[src/rtl/core/hsd_pkg.sv]
// shared constants, status codes and position helpers for the secded decoder
package hsd_pkg;

	// default code geometry, (64,57) extended hamming
	localparam int PARITY_BITS_DEF = 6;
	localparam int CODE_LEN_DEF    = 64;
	localparam int DATA_LEN_DEF    = 57;
	localparam int MAX_CODE_LEN    = 64;

	// decode outcome
	typedef enum logic [1:0] {
		ST_CLEAN  = 2'd0,
		ST_CORR   = 2'd1,
		ST_CHECK  = 2'd2,
		ST_DOUBLE = 2'd3
	} status_t;

	// true for positions that hold a check bit
	function automatic bit is_pow2(input int p);
		return (p != 0) && ((p & (p - 1)) == 0);
	endfunction

	function automatic int floor_log2(input int p);
		int r;
		int v;
		r = 0;
		v = p;
		while (v > 1) begin
			v = v >> 1;
			r = r + 1;
		end
		return r;
	endfunction

	// data slot of a non-check position
	function automatic int data_slot(input int p);
		return p - floor_log2(p) - 2;
	endfunction

	// codeword position that carries a given data slot
	function automatic int slot_pos(input int s);
		int r;
		r = 2 * MAX_CODE_LEN;
		for (int p = 2 * MAX_CODE_LEN - 1; p >= 3; p--) begin
			if (!is_pow2(p) && data_slot(p) == s) begin
				r = p;
			end
		end
		return r;
	endfunction

	// positions whose index has a given bit set, bit 0 excluded
	function automatic logic [MAX_CODE_LEN-1:0] pos_mask(input int b);
		logic [MAX_CODE_LEN-1:0] m;
		m = '0;
		for (int p = 1; p < MAX_CODE_LEN; p++) begin
			m[p] = ((p >> b) & 1) != 0;
		end
		return m;
	endfunction

endpackage

[src/rtl/core/hamming_secded_decoder.sv]
// extended hamming secded decoder, three register stages
// a request taken into the input register passes the syndrome and output stages, then is strobed on done
// throughput: one request per cycle; busy stays low, every stage advances each cycle
// done marks each result for one cycle; the receiver cannot stall
// reset: arst_n clears all stage valid bits at once, payload registers are not reset
module hamming_secded_decoder #(
	parameter int PARITY_BITS = hsd_pkg::PARITY_BITS_DEF,
	parameter int CODE_LEN    = hsd_pkg::CODE_LEN_DEF,
	parameter int DATA_LEN    = hsd_pkg::DATA_LEN_DEF
) (
	input  logic                clk,
	input  logic                arst_n,
	input  logic                start,
	output logic                busy,
	input  logic [CODE_LEN-1:0] codeword,
	output logic                done,
	output logic [DATA_LEN-1:0] data_word,
	output logic [1:0]          status
);
	import hsd_pkg::*;

	logic                   valid_s1;
	logic [CODE_LEN-1:0]    cw_s1;
	logic                   valid_s2;
	logic [PARITY_BITS-1:0] syn_s2;
	logic                   par_s2;
	logic [DATA_LEN-1:0]    data_s2;
	logic                   valid_s3;
	logic [DATA_LEN-1:0]    data_s3;
	status_t                status_s3;

	logic [PARITY_BITS-1:0] syn_c;
	logic                   par_c;
	logic [DATA_LEN-1:0]    data_c;
	logic [DATA_LEN-1:0]    fix_data;
	status_t                fix_status;

	// a new request every cycle
	assign busy = 1'b0;

	// stage valid bits
	always_ff @(posedge clk or negedge arst_n) begin
		if (!arst_n) begin
			valid_s1 <= 1'b0;
			valid_s2 <= 1'b0;
			valid_s3 <= 1'b0;
		end else begin
			valid_s1 <= start && !busy;
			valid_s2 <= valid_s1;
			valid_s3 <= valid_s2;
		end
	end

	// input register
	always_ff @(posedge clk) begin
		if (start && !busy) begin
			cw_s1 <= codeword;
		end
	end

	// syndrome bits as parity over fixed position masks
	for (genvar b = 0; b < PARITY_BITS; b++) begin : g_syn
		localparam logic [MAX_CODE_LEN-1:0] MASK = pos_mask(b);
		assign syn_c[b] = ^(cw_s1 & MASK[CODE_LEN-1:0]);
	end

	// overall parity
	assign par_c = ^cw_s1;

	// data extraction
	for (genvar s = 0; s < DATA_LEN; s++) begin : g_data
		localparam int POS = slot_pos(s);
		if (POS < CODE_LEN) begin : g_bit
			assign data_c[s] = cw_s1[POS];
		end else begin : g_zero
			assign data_c[s] = 1'b0;
		end
	end

	// syndrome stage
	always_ff @(posedge clk) begin
		if (valid_s1) begin
			syn_s2  <= syn_c;
			par_s2  <= par_c;
			data_s2 <= data_c;
		end
	end

	hsd_fix #(
		.PARITY_BITS(PARITY_BITS),
		.CODE_LEN   (CODE_LEN),
		.DATA_LEN   (DATA_LEN)
	) u_fix (
		.syn     (syn_s2),
		.par     (par_s2),
		.data_in (data_s2),
		.data_out(fix_data),
		.status  (fix_status)
	);

	// output stage
	always_ff @(posedge clk) begin
		if (valid_s2) begin
			data_s3   <= fix_data;
			status_s3 <= fix_status;
		end
	end

	assign done      = valid_s3;
	assign data_word = data_s3;
	assign status    = status_s3;

`ifndef SYNTHESIS
	// every result comes from an earlier request on start
	a_done_from_start: assert property (@(posedge clk) disable iff (!arst_n)
		done |-> $past(start, 3))
		else $error("result without a matching request");

	// zero syndrome always decodes clean
	a_zero_syn_clean: assert property (@(posedge clk) disable iff (!arst_n)
		(valid_s2 && syn_s2 == '0) |=> (status == ST_CLEAN))
		else $error("zero syndrome not reported clean");

	// nonzero syndrome with even parity is a double error
	a_even_double: assert property (@(posedge clk) disable iff (!arst_n)
		(valid_s2 && !par_s2 && syn_s2 != '0) |=> (status == ST_DOUBLE))
		else $error("even parity error not reported double");

	// data only changes when a correction is reported
	a_data_untouched: assert property (@(posedge clk) disable iff (!arst_n)
		(done && status != ST_CORR) |-> (data_word == $past(data_s2)))
		else $error("data altered without a correction");
`endif

endmodule

[src/rtl/core/hsd_fix.sv]
// syndrome decode: classifies the error and flips the addressed data bit
module hsd_fix #(
	parameter int PARITY_BITS = hsd_pkg::PARITY_BITS_DEF,
	parameter int CODE_LEN    = hsd_pkg::CODE_LEN_DEF,
	parameter int DATA_LEN    = hsd_pkg::DATA_LEN_DEF
) (
	input  logic [PARITY_BITS-1:0] syn,
	input  logic                   par,
	input  logic [DATA_LEN-1:0]    data_in,
	output logic [DATA_LEN-1:0]    data_out,
	output hsd_pkg::status_t       status
);
	import hsd_pkg::*;

	logic [DATA_LEN-1:0] flip;
	logic                hit;

	// one syndrome compare per data slot
	for (genvar s = 0; s < DATA_LEN; s++) begin : g_flip
		localparam int POS = slot_pos(s);
		if (POS < CODE_LEN && POS < (1 << PARITY_BITS)) begin : g_hit
			localparam logic [PARITY_BITS-1:0] POS_SYN = PARITY_BITS'(POS);
			assign flip[s] = (syn == POS_SYN);
		end else begin : g_none
			assign flip[s] = 1'b0;
		end
	end

	assign hit = |flip;

	// classify the syndrome
	always_comb begin
		if (syn == '0) begin
			status = ST_CLEAN;
		end else if (!par) begin
			status = ST_DOUBLE;
		end else if ($onehot(syn)) begin
			status = ST_CHECK;
		end else if (hit) begin
			status = ST_CORR;
		end else begin
			status = ST_DOUBLE;
		end
	end

	// correct only on a single data error
	assign data_out = (status == ST_CORR) ? (data_in ^ flip) : data_in;

endmodule

[config.mk]
export PLATFORM = sky130hd
export DESIGN_NAME = hamming_secded_decoder
export DESIGN_NICKNAME = d
export VERILOG_FILES = /design/src/rtl/core/hsd_pkg.sv /design/src/rtl/core/hamming_secded_decoder.sv /design/src/rtl/core/hsd_fix.sv
export SDC_FILE = /design/constraint.sdc
export NUM_CORES = 1
export LEC_CHECK = 0
export ABC_CLOCK_PERIOD_IN_PS = 5400
export BUFFER_PORTS_ARGS = -buffer_cell sky130_fd_sc_hd__buf_2
export CAP_MARGIN = 30
export CELL_PAD_IN_SITES_DETAIL_PLACEMENT = 0
export CELL_PAD_IN_SITES_GLOBAL_PLACEMENT = 1
export CORE_UTILIZATION = 30
export CTS_CLUSTER_SIZE = 28
export DETAILED_ROUTE_END_ITERATION = 8
export PLACE_DENSITY = 0.52
export SYNTH_ARGS = -nofsm -noshare
export SYNTH_HDL_FRONTEND = slang
export SYNTH_SLANG_ARGS = --single-unit
[constraint.sdc]
create_clock -name clk -period 5.4 [get_ports clk]
set_input_delay 0.54 -clock clk [delete_from_list [all_inputs] [get_ports clk]]
set_output_delay 0.54 -clock clk [all_outputs]
set_load 0.02 [all_outputs]
* After elaboration in Yosys (flattened, before gate mapping) *
Cells that the tools add are included.

word-level totals
  register bits after elaboration = 190
  word-level logic and storage cells = 88

cells by class
  add/sub/neg operators = 5
  eq/ne operators = 59
  mux-type cells = 5
  bitwise operators = 1
  reduce and logical (&&, ||, !) cells = 9

operators by type and width
  kind                                                                   number
  64-bit XOR reduction                                                   7
  6-bit equality test, second input constant                             31
  6-bit by 5-bit equality test with 1-bit output, second input constant  15
  57-bit two-way mux                                                     1
  57-bit OR reduction                                                    1
  57-bit bitwise XOR                                                     1
  6-bit by 4-bit equality test with 1-bit output, second input constant  7
  6-bit by 3-bit equality test with 1-bit output, second input constant  3
  2-bit two-way mux                                                      4
  1-bit by 1-bit adder with 2-bit output                                 3
  3-bit adder                                                            2
  6-bit by 2-bit equality test with 1-bit output, second input constant  1
  6-bit zero test                                                        1
  3-bit by 1-bit equality test with 1-bit output, second input constant  1
  2-bit by 1-bit equality test with 1-bit output, second input constant  1

* Depth between registers and ports, before layout *
Gate-level depths: netlist of the first run.

  word-level depth = 9
  mapped depth = 13

* Cells and area by module *
From an unflattened synthesis of the first run, not the netlist that was laid out.

second synthesis, totals
  cell total of the unflattened synthesis = 548
  area, all modules = 8410.6 um^2

modules (own cells, without submodules)
  module                  times used  cells an instance  area each (um^2)  sequential area each (um^2)
  hamming_secded_decoder  1           308                6842.8            5690.5
  hsd_fix                 1           240                1567.8            0.0

* Worst setup path before layout of the first run *
No wires, ideal clock.

  path type = register to register
  start = register syn_s2[0]
  end = register data_s3[50], in the netlist data_word[50], data pin
  arrival = 2630 ps
  setup slack = 2510 ps
  stages on the path, launching flop included = 11
  buffers on the path = 1
  period minus slack after synthesis = 2890 ps
  path through = edfxtp_1 -> ha_1 -> fa_1 -> ha_1 -> xor2_1 -> o31ai_1 -> nor2_1 -> nand2_1 -> clkbuf_1 -> nor2_1 -> xor2_1

between the ends
  longest elaborated chain between the ends = 9
  elaborated cells between the ends (all ways) = 70
  those cells by class = 3 x add/sub; 59 x eq/ne; 5 x mux; 1 x bitwise; 2 x reduce/logical

ends and longest elaborated chain
  what                                                          line                           text
  start: declaration                                            hamming_secded_decoder.sv:25   logic [PARITY_BITS-1:0] syn_s2;
  start signal: assignment                                      hamming_secded_decoder.sv:83   syn_s2 <= syn_c;
  1-bit by 1-bit adder with 2-bit output (not written as such)  hsd_fix.sv:37                  end else if ($onehot(syn)) begin
  3-bit adder (not written as such) (2 in a row)                hsd_fix.sv:37
  3-bit by 1-bit equality test with 1-bit output                hsd_fix.sv:37
  2-bit two-way mux                                             hsd_fix.sv:37
  2-bit two-way mux                                             hsd_fix.sv:35                  end else if (!par) begin
  2-bit two-way mux                                             hsd_fix.sv:33                  if (syn == '0) begin
  2-bit by 1-bit equality test with 1-bit output                hsd_fix.sv:47                  assign data_out = (status == ST_CORR) ? (data_in ^ flip) : data_in;
  57-bit two-way mux *                                          hsd_fix.sv:47
  via fix_data[50]                                              hamming_secded_decoder.sv:35   logic [DATA_LEN-1:0] fix_data;
  end signal: assignment                                        hamming_secded_decoder.sv:104  data_s3 <= fix_data;
  end: declaration                                              hamming_secded_decoder.sv:29   logic [DATA_LEN-1:0] data_s3;

Mark *: on every way through the listed nets, which the timed path passes. The rest lies on a longest branch.
A chain may end at the register's enable or synchronous reset.

* Worst setup path in the final report of the first run *
  start = register syn_s2[2]
  end = register data_s3[29], in the netlist data_word[29], data pin

Same word-level chain as after synthesis.

==> results.py, run 1 <==
metrics = {
    "run_status": {
        "status": "finished, final reports clean",
    },
    "worst_setup_path": {
        "reg2reg_slack_ps": 1900,
        "cp-end-kind": "flip-flop",
        "path_class": "flip-flop to flip-flop",
        "crit_required_ps": 5570,
        "crit_fanout": 14,
        "arrival_ps": 3670,
        "cp-start-kind": "flip-flop",
    },
    "layout": {
        "final_cells": 1024,
        "seqCellArea_um2": 5690,
        "fill_cells": 2591,
        "area_growth_pct": 19.1,
        "multi_input_area_um2": 2440,
        "nNetsFinal": 754,
        "drive_gt1_share_pct": 24.5,
        "n_antenna_cell": 0,
    },
    "place": {
        "place_ws_ps": 1940,
        "placed_cells": 992,
        "portBuffers": 126,
        "dpl.hpwl_mm": 13.6,
        "gp_congestion": 0.773,
    },
    "clock_tree": {
        "clock-sinks": 190,
        "clkLatencyLatePin_ps": 430,
        "cts_tree": "done",
        "cts-root-buf": "clkbuf_16",
        "clk_path_buf_depth": 2,
        "clk_pin_slew_worst_paths_ps": 70,
        "htreeDepth": 4,
        "numCtsBuffers": 17,
        "cts_resized": 0,
    },
    "synthesis": {
        "synth-main-ff-cell": "edfxtp_1",
        "synth.most_common_cell": "edfxtp_1",
        "synthesis.area_um2": 8230,
        "synth_warnings": 0,
        "syn_inst": 537,
        "async_flop_share_pct": 1.58,
        "netlist_top_cells_area": "edfxtp_1, xnor2_1, xor2_1",
        "synthAdderAreaFrac_pct": 2.61,
        "synth_edf_count": 187,
        "ys_types": 33,
        "synth-xor-area-share_pct": 19.7,
        "netlist_top_cells_count": "edfxtp_1, xnor2_1, xor2_1",
        "synth_top_family_by_area": "XOR/XNOR gates",
        "seq_area_frac_synth_pct": 69.1,
        "synth_mux_area_share_pct": 0,
        "synth_compound_area_share_pct": 2.66,
        "syn_area_per_cell_um2": 15.3,
        "synth.ff_latch_count": 190,
        "yosys.area.top_type": "edfxtp_1",
        "yosysTopAreaCellShare_pct": 68.2,
        "yosys.area_share.simple_pct": 4.70,
        "syn-num-nets": 620,
    },
    "sta": {
        "rsz0062_at_grt": "false",
        "post-route-period-util_pct": 64.8,
        "period_minus_slack_ps": 3500,
        "tns_ps": 0,
        "setup_viol_count_final": 0,
        "finClkSkew_ps": 10.9,
        "setup_ws_ps": 1900,
        "tightest_slew_ps": 897,
        "relSlewSlack_pct": 40.2,
        "drv_slew": 0,
        "finalHoldViolCount": 0,
        "fmax_mhz": 286,
    },
    "floorplanning": {
        "die_w_um": 168,
        "die_area_um2": 28100,
        "coreArea_um2": 27000,
        "dieHeight_um": 168,
        "initial_core_util_pct": 30.5,
        "rows": 60,
        "ios": 128,
    },
    "drt": {
        "ant_nets": 0,
        "wl_per_cell_um": 18.5,
        "vias_per_cell": 4.33,
        "num_vias": 4433,
        "drt_iter0_markers": 169,
        "first_pass_iters": 5,
        "wirelength_mm": 19.0,
        "drc": 0,
    },
    "min_path": {
        "hp-class": "input pin to flip-flop",
    },
    "global_routing": {
        "overflow": 0,
        "grt_pass1_vias": 4582,
        "grt_antenna_before_repair": 0,
        "grt_max_degree": 66,
        "grt_usage_pct": 13.8,
        "grt_pass1_wl_mm": 27.7,
    },
    "power": {
        "power_density_nw_per_um2": 480,
        "p_leak_nw": 3.66,
        "ir_drop_mv": 0.168,
    },
    "run": {
        "maxCapViolCount": 0,
    },
}
[registers in the layout, summed over array words and instances (netlist names)]
name / cells
data_s2: 57
cw_s1: 64
par_s2: 1
valid_s2: 1
data_word: 57
syn_s2: 6
done: 1
valid_s1: 1
status: 2
[cell families after synthesis]
family / after synthesis
other cells: 1
xor+xnor: 175
flops: 190
compound gates: 34
buf+inv: 25
fa+ha+maj: 16
simple gates: 96
[timing repair]
action                                  CTS  global route
hold endpoints to repair                  3             0
buffers inserted                          0             0
endpoints found under the setup margin    0             0
hold buffers                              1             0
[worst max-delay path, stage by stage, from the launching register on]
cell and delay [ps]:
edfxtp_1 390, ha_1 470, fa_1 510, ha_1 200
xor2_1 200, o31ai_1 130, nor2_1 390, nand2_1 540
nor2_1 300, xor2_1 90
[per-layer routing]
metal	GRT usage, %	vias up	part of all wire [%]
li1	-	2135	-
met1	18.0	2163	46
met2	22.2	114	47
met3	3.31	21	4.6
met4	4.99	0	2.1
met5	0	-	0
[final timing paths]
| kind | start | end | cells past startpoint |
|---|---|---|---|
| max in group asynchronous | arst_n | valid_s1 | 2 |
| min in group asynchronous | arst_n | done | 2 |
| max | syn_s2[2] | data_word[29] | 9 |
| min | codeword[40] | cw_s1[40] | 1 |
| max reg2reg | syn_s2[2] | data_word[29] | 9 |
| min reg2reg | cw_s1[40] | data_s2[33] | 0 |
[power breakdown]
part,total [W],switching (W),internal [W]
combinational,0.00157,0.000948,0.000618
clock,0.00118,0.000550,0.000635
sequential,0.00196,0.0000970,0.00186
[per-stage QoR]
step           util [%]  hold WS, ps  cell area [um^2]  total power (W)
2_1_floorplan         -          244              8230          0.00311
3_3_place_gp       34.3          335              9250          0.00356
3_5_place_dp       34.3          337              9250          0.00357
4_1_cts            36.4          262              9810          0.00476
5_1_grt            36.4          258              9810          0.00496
6_report           36.4          280              9810          0.00471
[cells in the final DEF (no fill, tap or decap), drive strengths merged]
cell           n
nand2b         1
a22o           5
o21ai         12
dlygate4sd3    1
nor2          58
fa             2
xnor3          3
a22oi          2
a221o          1
a211oi         1
nor4           1
buf          129
a31oi          3
nor3           3
nand3          6
o31ai          1
xnor2         97
a21oi          6
dfrtp          3
xor2          75
nand4b         1
inv           14
clkinvlp       1
edfxtp       187
or2            1
nand2         24
o31a           1
conb           1
and3           1
bufinv         1
o32a           1
clkinv         7
o21a           1
ha            14
clkbuf        18
[layout make-up]
| class | instances | area share, % |
|---|---|---|
| flip-flops and latches | 190 | 58.1 |
| multi-input cells | 322 | 24.9 |
| repair buffers | 130 | 6.76 |
| clock buffers | 18 | 4.38 |
| well taps | 341 | 4.35 |
| clock inverters | 13 | 1.16 |
| inverters | 10 | 0.383 |
(Power assumes the default switching activity.)
==> run 2, diff against run 1 <==
--- a/config.mk
+++ b/config.mk
@@ -5,7 +5,8 @@
 export SDC_FILE = /design/constraint.sdc
 export NUM_CORES = 1
 export LEC_CHECK = 0
-export ABC_CLOCK_PERIOD_IN_PS = 5400
+export ABC_AREA = 1
+export ABC_CLOCK_PERIOD_IN_PS = 3300
 export BUFFER_PORTS_ARGS = -buffer_cell sky130_fd_sc_hd__buf_2
 export CAP_MARGIN = 30
 export CELL_PAD_IN_SITES_DETAIL_PLACEMENT = 0
@@ -13,7 +14,7 @@
 export CORE_UTILIZATION = 30
 export CTS_CLUSTER_SIZE = 28
 export DETAILED_ROUTE_END_ITERATION = 8
-export PLACE_DENSITY = 0.52
+export PLACE_DENSITY = 0.54
 export SYNTH_ARGS = -nofsm -noshare
 export SYNTH_HDL_FRONTEND = slang
 export SYNTH_SLANG_ARGS = --single-unit
==> constraint.sdc (replaced) <==
create_clock -name clk -period 3.3 [get_ports clk]
set_input_delay 0.33 -clock clk [delete_from_list [all_inputs] [get_ports clk]]
set_output_delay 0.33 -clock clk [all_outputs]
set_load 0.02 [all_outputs]
==> results.py, run 2 <==
metrics = {
    "sta": {
        "relSlewSlack_pct": 48.5,
        "drv_slew": 0,
        "finalHoldViolCount": 0,
        "rsz0062_at_grt": "false",
        "setup_viol_count_final": 0,
        "setup_ws_ps": 499,
        "finClkSkew_ps": 8.56,
        "tns_ps": 0,
        "post-route-period-util_pct": 84.9,
        "fmax_mhz": 357,
        "period_minus_slack_ps": 2800,
        "tightest_slew_ps": 773,
    },
    "clock_tree": {
        "post_cts_buffers": 0,
        "cts_tree": "done",
        "clk_pin_slew_worst_paths_ps": 70,
        "postCtsHoldBufs": 1,
        "clkLatencyLatePin_ps": 440,
        "numCtsBuffers": 17,
        "clock-sinks": 190,
        "cts_resized": 0,
        "clk_path_buf_depth": 2,
        "htreeDepth": 4,
        "cts-root-buf": "clkbuf_16",
    },
    "worst_setup_path": {
        "arrival_ps": 2980,
        "worstPathCellList": "ha_1 > buf_4 > ha_1 > nand2_1 > nand4_1 > nor3_2 > nand2_1 > nor2_2 > nand2_2 > nand3_4 > buf_12 > o21ai_2",
        "max_stage_delay_ps": 420,
        "rr_worst_depth": 12,
        "crit_fanout": 78,
        "cp-start-kind": "flip-flop",
        "reg2reg_slack_ps": 500,
        "cp_num_buf_inv": 2,
        "cp-end-kind": "flip-flop",
        "path_class": "flip-flop to flip-flop",
        "slowest_stage": "edfxtp_1",
        "path_delay_family": "simple AND/OR/NAND/NOR gates",
        "r2r-start": "syn_s2[2]",
        "crit_required_ps": 3480,
        "r2r-end": "data_word[35]",
    },
    "synthesis": {
        "synth.most_common_cell": "nand2_1",
        "synth_top_family_by_area": "simple AND/OR/NAND/NOR gates",
        "syn-num-nets": 1102,
        "netlist_top_cells_area": "edfxtp_1, nand2_1, xnor2_1",
        "yosys.area_share.simple_pct": 19.5,
        "netlist_top_cells_count": "nand2_1, edfxtp_1, inv_1",
        "synth_edf_count": 187,
        "synthAdderAreaFrac_pct": 2.08,
        "ys_types": 28,
        "syn_inst": 1019,
        "synthesis.area_um2": 10400,
        "syn_area_per_cell_um2": 10.2,
        "synth_warnings": 0,
        "synth_mux_area_share_pct": 0,
        "synth.ff_latch_count": 190,
        "yosys.area.top_type": "edfxtp_1",
        "synth-main-ff-cell": "edfxtp_1",
        "seq_area_frac_synth_pct": 55.0,
        "async_flop_share_pct": 1.58,
        "synth_compound_area_share_pct": 4.85,
        "synth-xor-area-share_pct": 11.4,
        "yosysTopAreaCellShare_pct": 54.2,
    },
    "layout": {
        "area_growth_pct": 16.0,
        "n_antenna_cell": 0,
        "top_register": "cw_s1",
        "layout_commonest_cell": "nand2_1",
        "fin_util_pct": 35.6,
        "final_cell_mix": "nand2_1, edfxtp_1, inv_1",
        "drive_gt1_share_pct": 24.0,
        "largest_reg_flops": 64,
        "nNetsFinal": 1231,
    },
    "floorplanning": {
        "die_area_um2": 35300,
        "die_w_um": 188,
        "dieHeight_um": 188,
        "coreArea_um2": 33800,
        "ios": 128,
        "rows": 67,
        "initial_core_util_pct": 30.7,
    },
    "place": {
        "dpl.hpwl_mm": 18.7,
        "place_ws_ps": 472,
        "portBuffers": 126,
        "gp_congestion": 0.801,
    },
    "min_path": {
        "min_path_cells": 1,
        "hold_end": "cw_s1[14]",
        "hp-class": "input pin to flip-flop",
        "hold_start": "codeword[14]",
    },
    "drt": {
        "vias_per_cell": 4.22,
        "drt_iter0_markers": 422,
        "first_pass_iters": 5,
        "num_vias": 6789,
        "ant_nets": 0,
        "drc": 0,
        "wl_per_cell_um": 15.5,
        "wirelength_mm": 24.9,
    },
    "power": {
        "ir_drop_mv": 1.16,
        "power_w": 0.0114,
        "power_density_nw_per_um2": 949,
        "p_leak_nw": 5.35,
    },
    "global_routing": {
        "grt_pass1_wl_mm": 38.6,
        "grt_usage_pct": 14.8,
        "grt_antenna_before_repair": 0,
        "overflow": 0,
        "grt_max_degree": 79,
        "grt_pass1_vias": 6630,
    },
    "run": {
        "maxCapViolCount": 0,
    },
    "run_status": {
        "status": "finished, final reports clean",
    },
}
-- run 2: changes by cell type after synthesis, moves of 14 or more --
cell / delta
nand2_1: +293
inv_1: +119
o21ai_2: +53
nand2_2: +51
nand3_1: +46
nor2_1: -38
xor2_1: -38
clkbuf_1: -14
-- run 2: cell families after synthesis --
| group | after synthesis |
|---|---|
| simple gates | 462 |
| flops | 190 |
| buf+inv | 156 |
| xor+xnor | 135 |
| compound gates | 59 |
| fa+ha+maj | 16 |
| other cells | 1 |
-- run 2: worst max path at each step --
stage	from	slack, ps	end	depth (start not counted)
floorplan	syn_s2[2]	840	data_word[10]	10
global placement	syn_s2[2]	490	data_word[2]	12
detailed placement	syn_s2[0]	470	data_word[56]	12
CTS	syn_s2[0]	450	data_word[56]	12
global route	syn_s2[2]	260	data_word[2]	13
finish	syn_s2[2]	500	data_word[35]	12
-- run 2: stage by stage --
stage               cell area (um^2)  hold WS (ps)  instances
finish                         12000          59.7       1609
global route                   12000          25.2       1609
CTS                            12000          30.2       1609
detailed placement             11400           129       1576
global placement               11400           129       1576
floorplan                      10400          34.4       1019
-- run 2: power breakdown --
part / total, W / switching [W] / internal [W]
combinational: 0.00538 / 0.00359 / 0.00179
sequential: 0.00390 / 0.000322 / 0.00358
clock: 0.00212 / 0.000928 / 0.00119
total: 0.0114 / 0.00484 / 0.00656
-- run 2: layout make-up --
| class | instances | area [um^2] |
|---|---|---|
| Fill cell | 3376 | 21800 |
| Sequential cell | 190 | 5690 |
| Multi-Input combinational cell | 673 | 3920 |
| Timing Repair Buffer | 136 | 758 |
| Tap cell | 448 | 561 |
| Inverter | 130 | 488 |
| Clock buffer | 18 | 429 |
| Clock inverter | 14 | 163 |
-- run 2: per-layer routing --
layer  part of all wire [%]  global-route usage (%)  up-vias
met5                      0                       0        -
met3                    3.4                    3.13       18
met4                    1.5                    4.28        0
met2                     47                    24.0      134
li1                       -                       -     3529
met1                     48                    19.8     3108
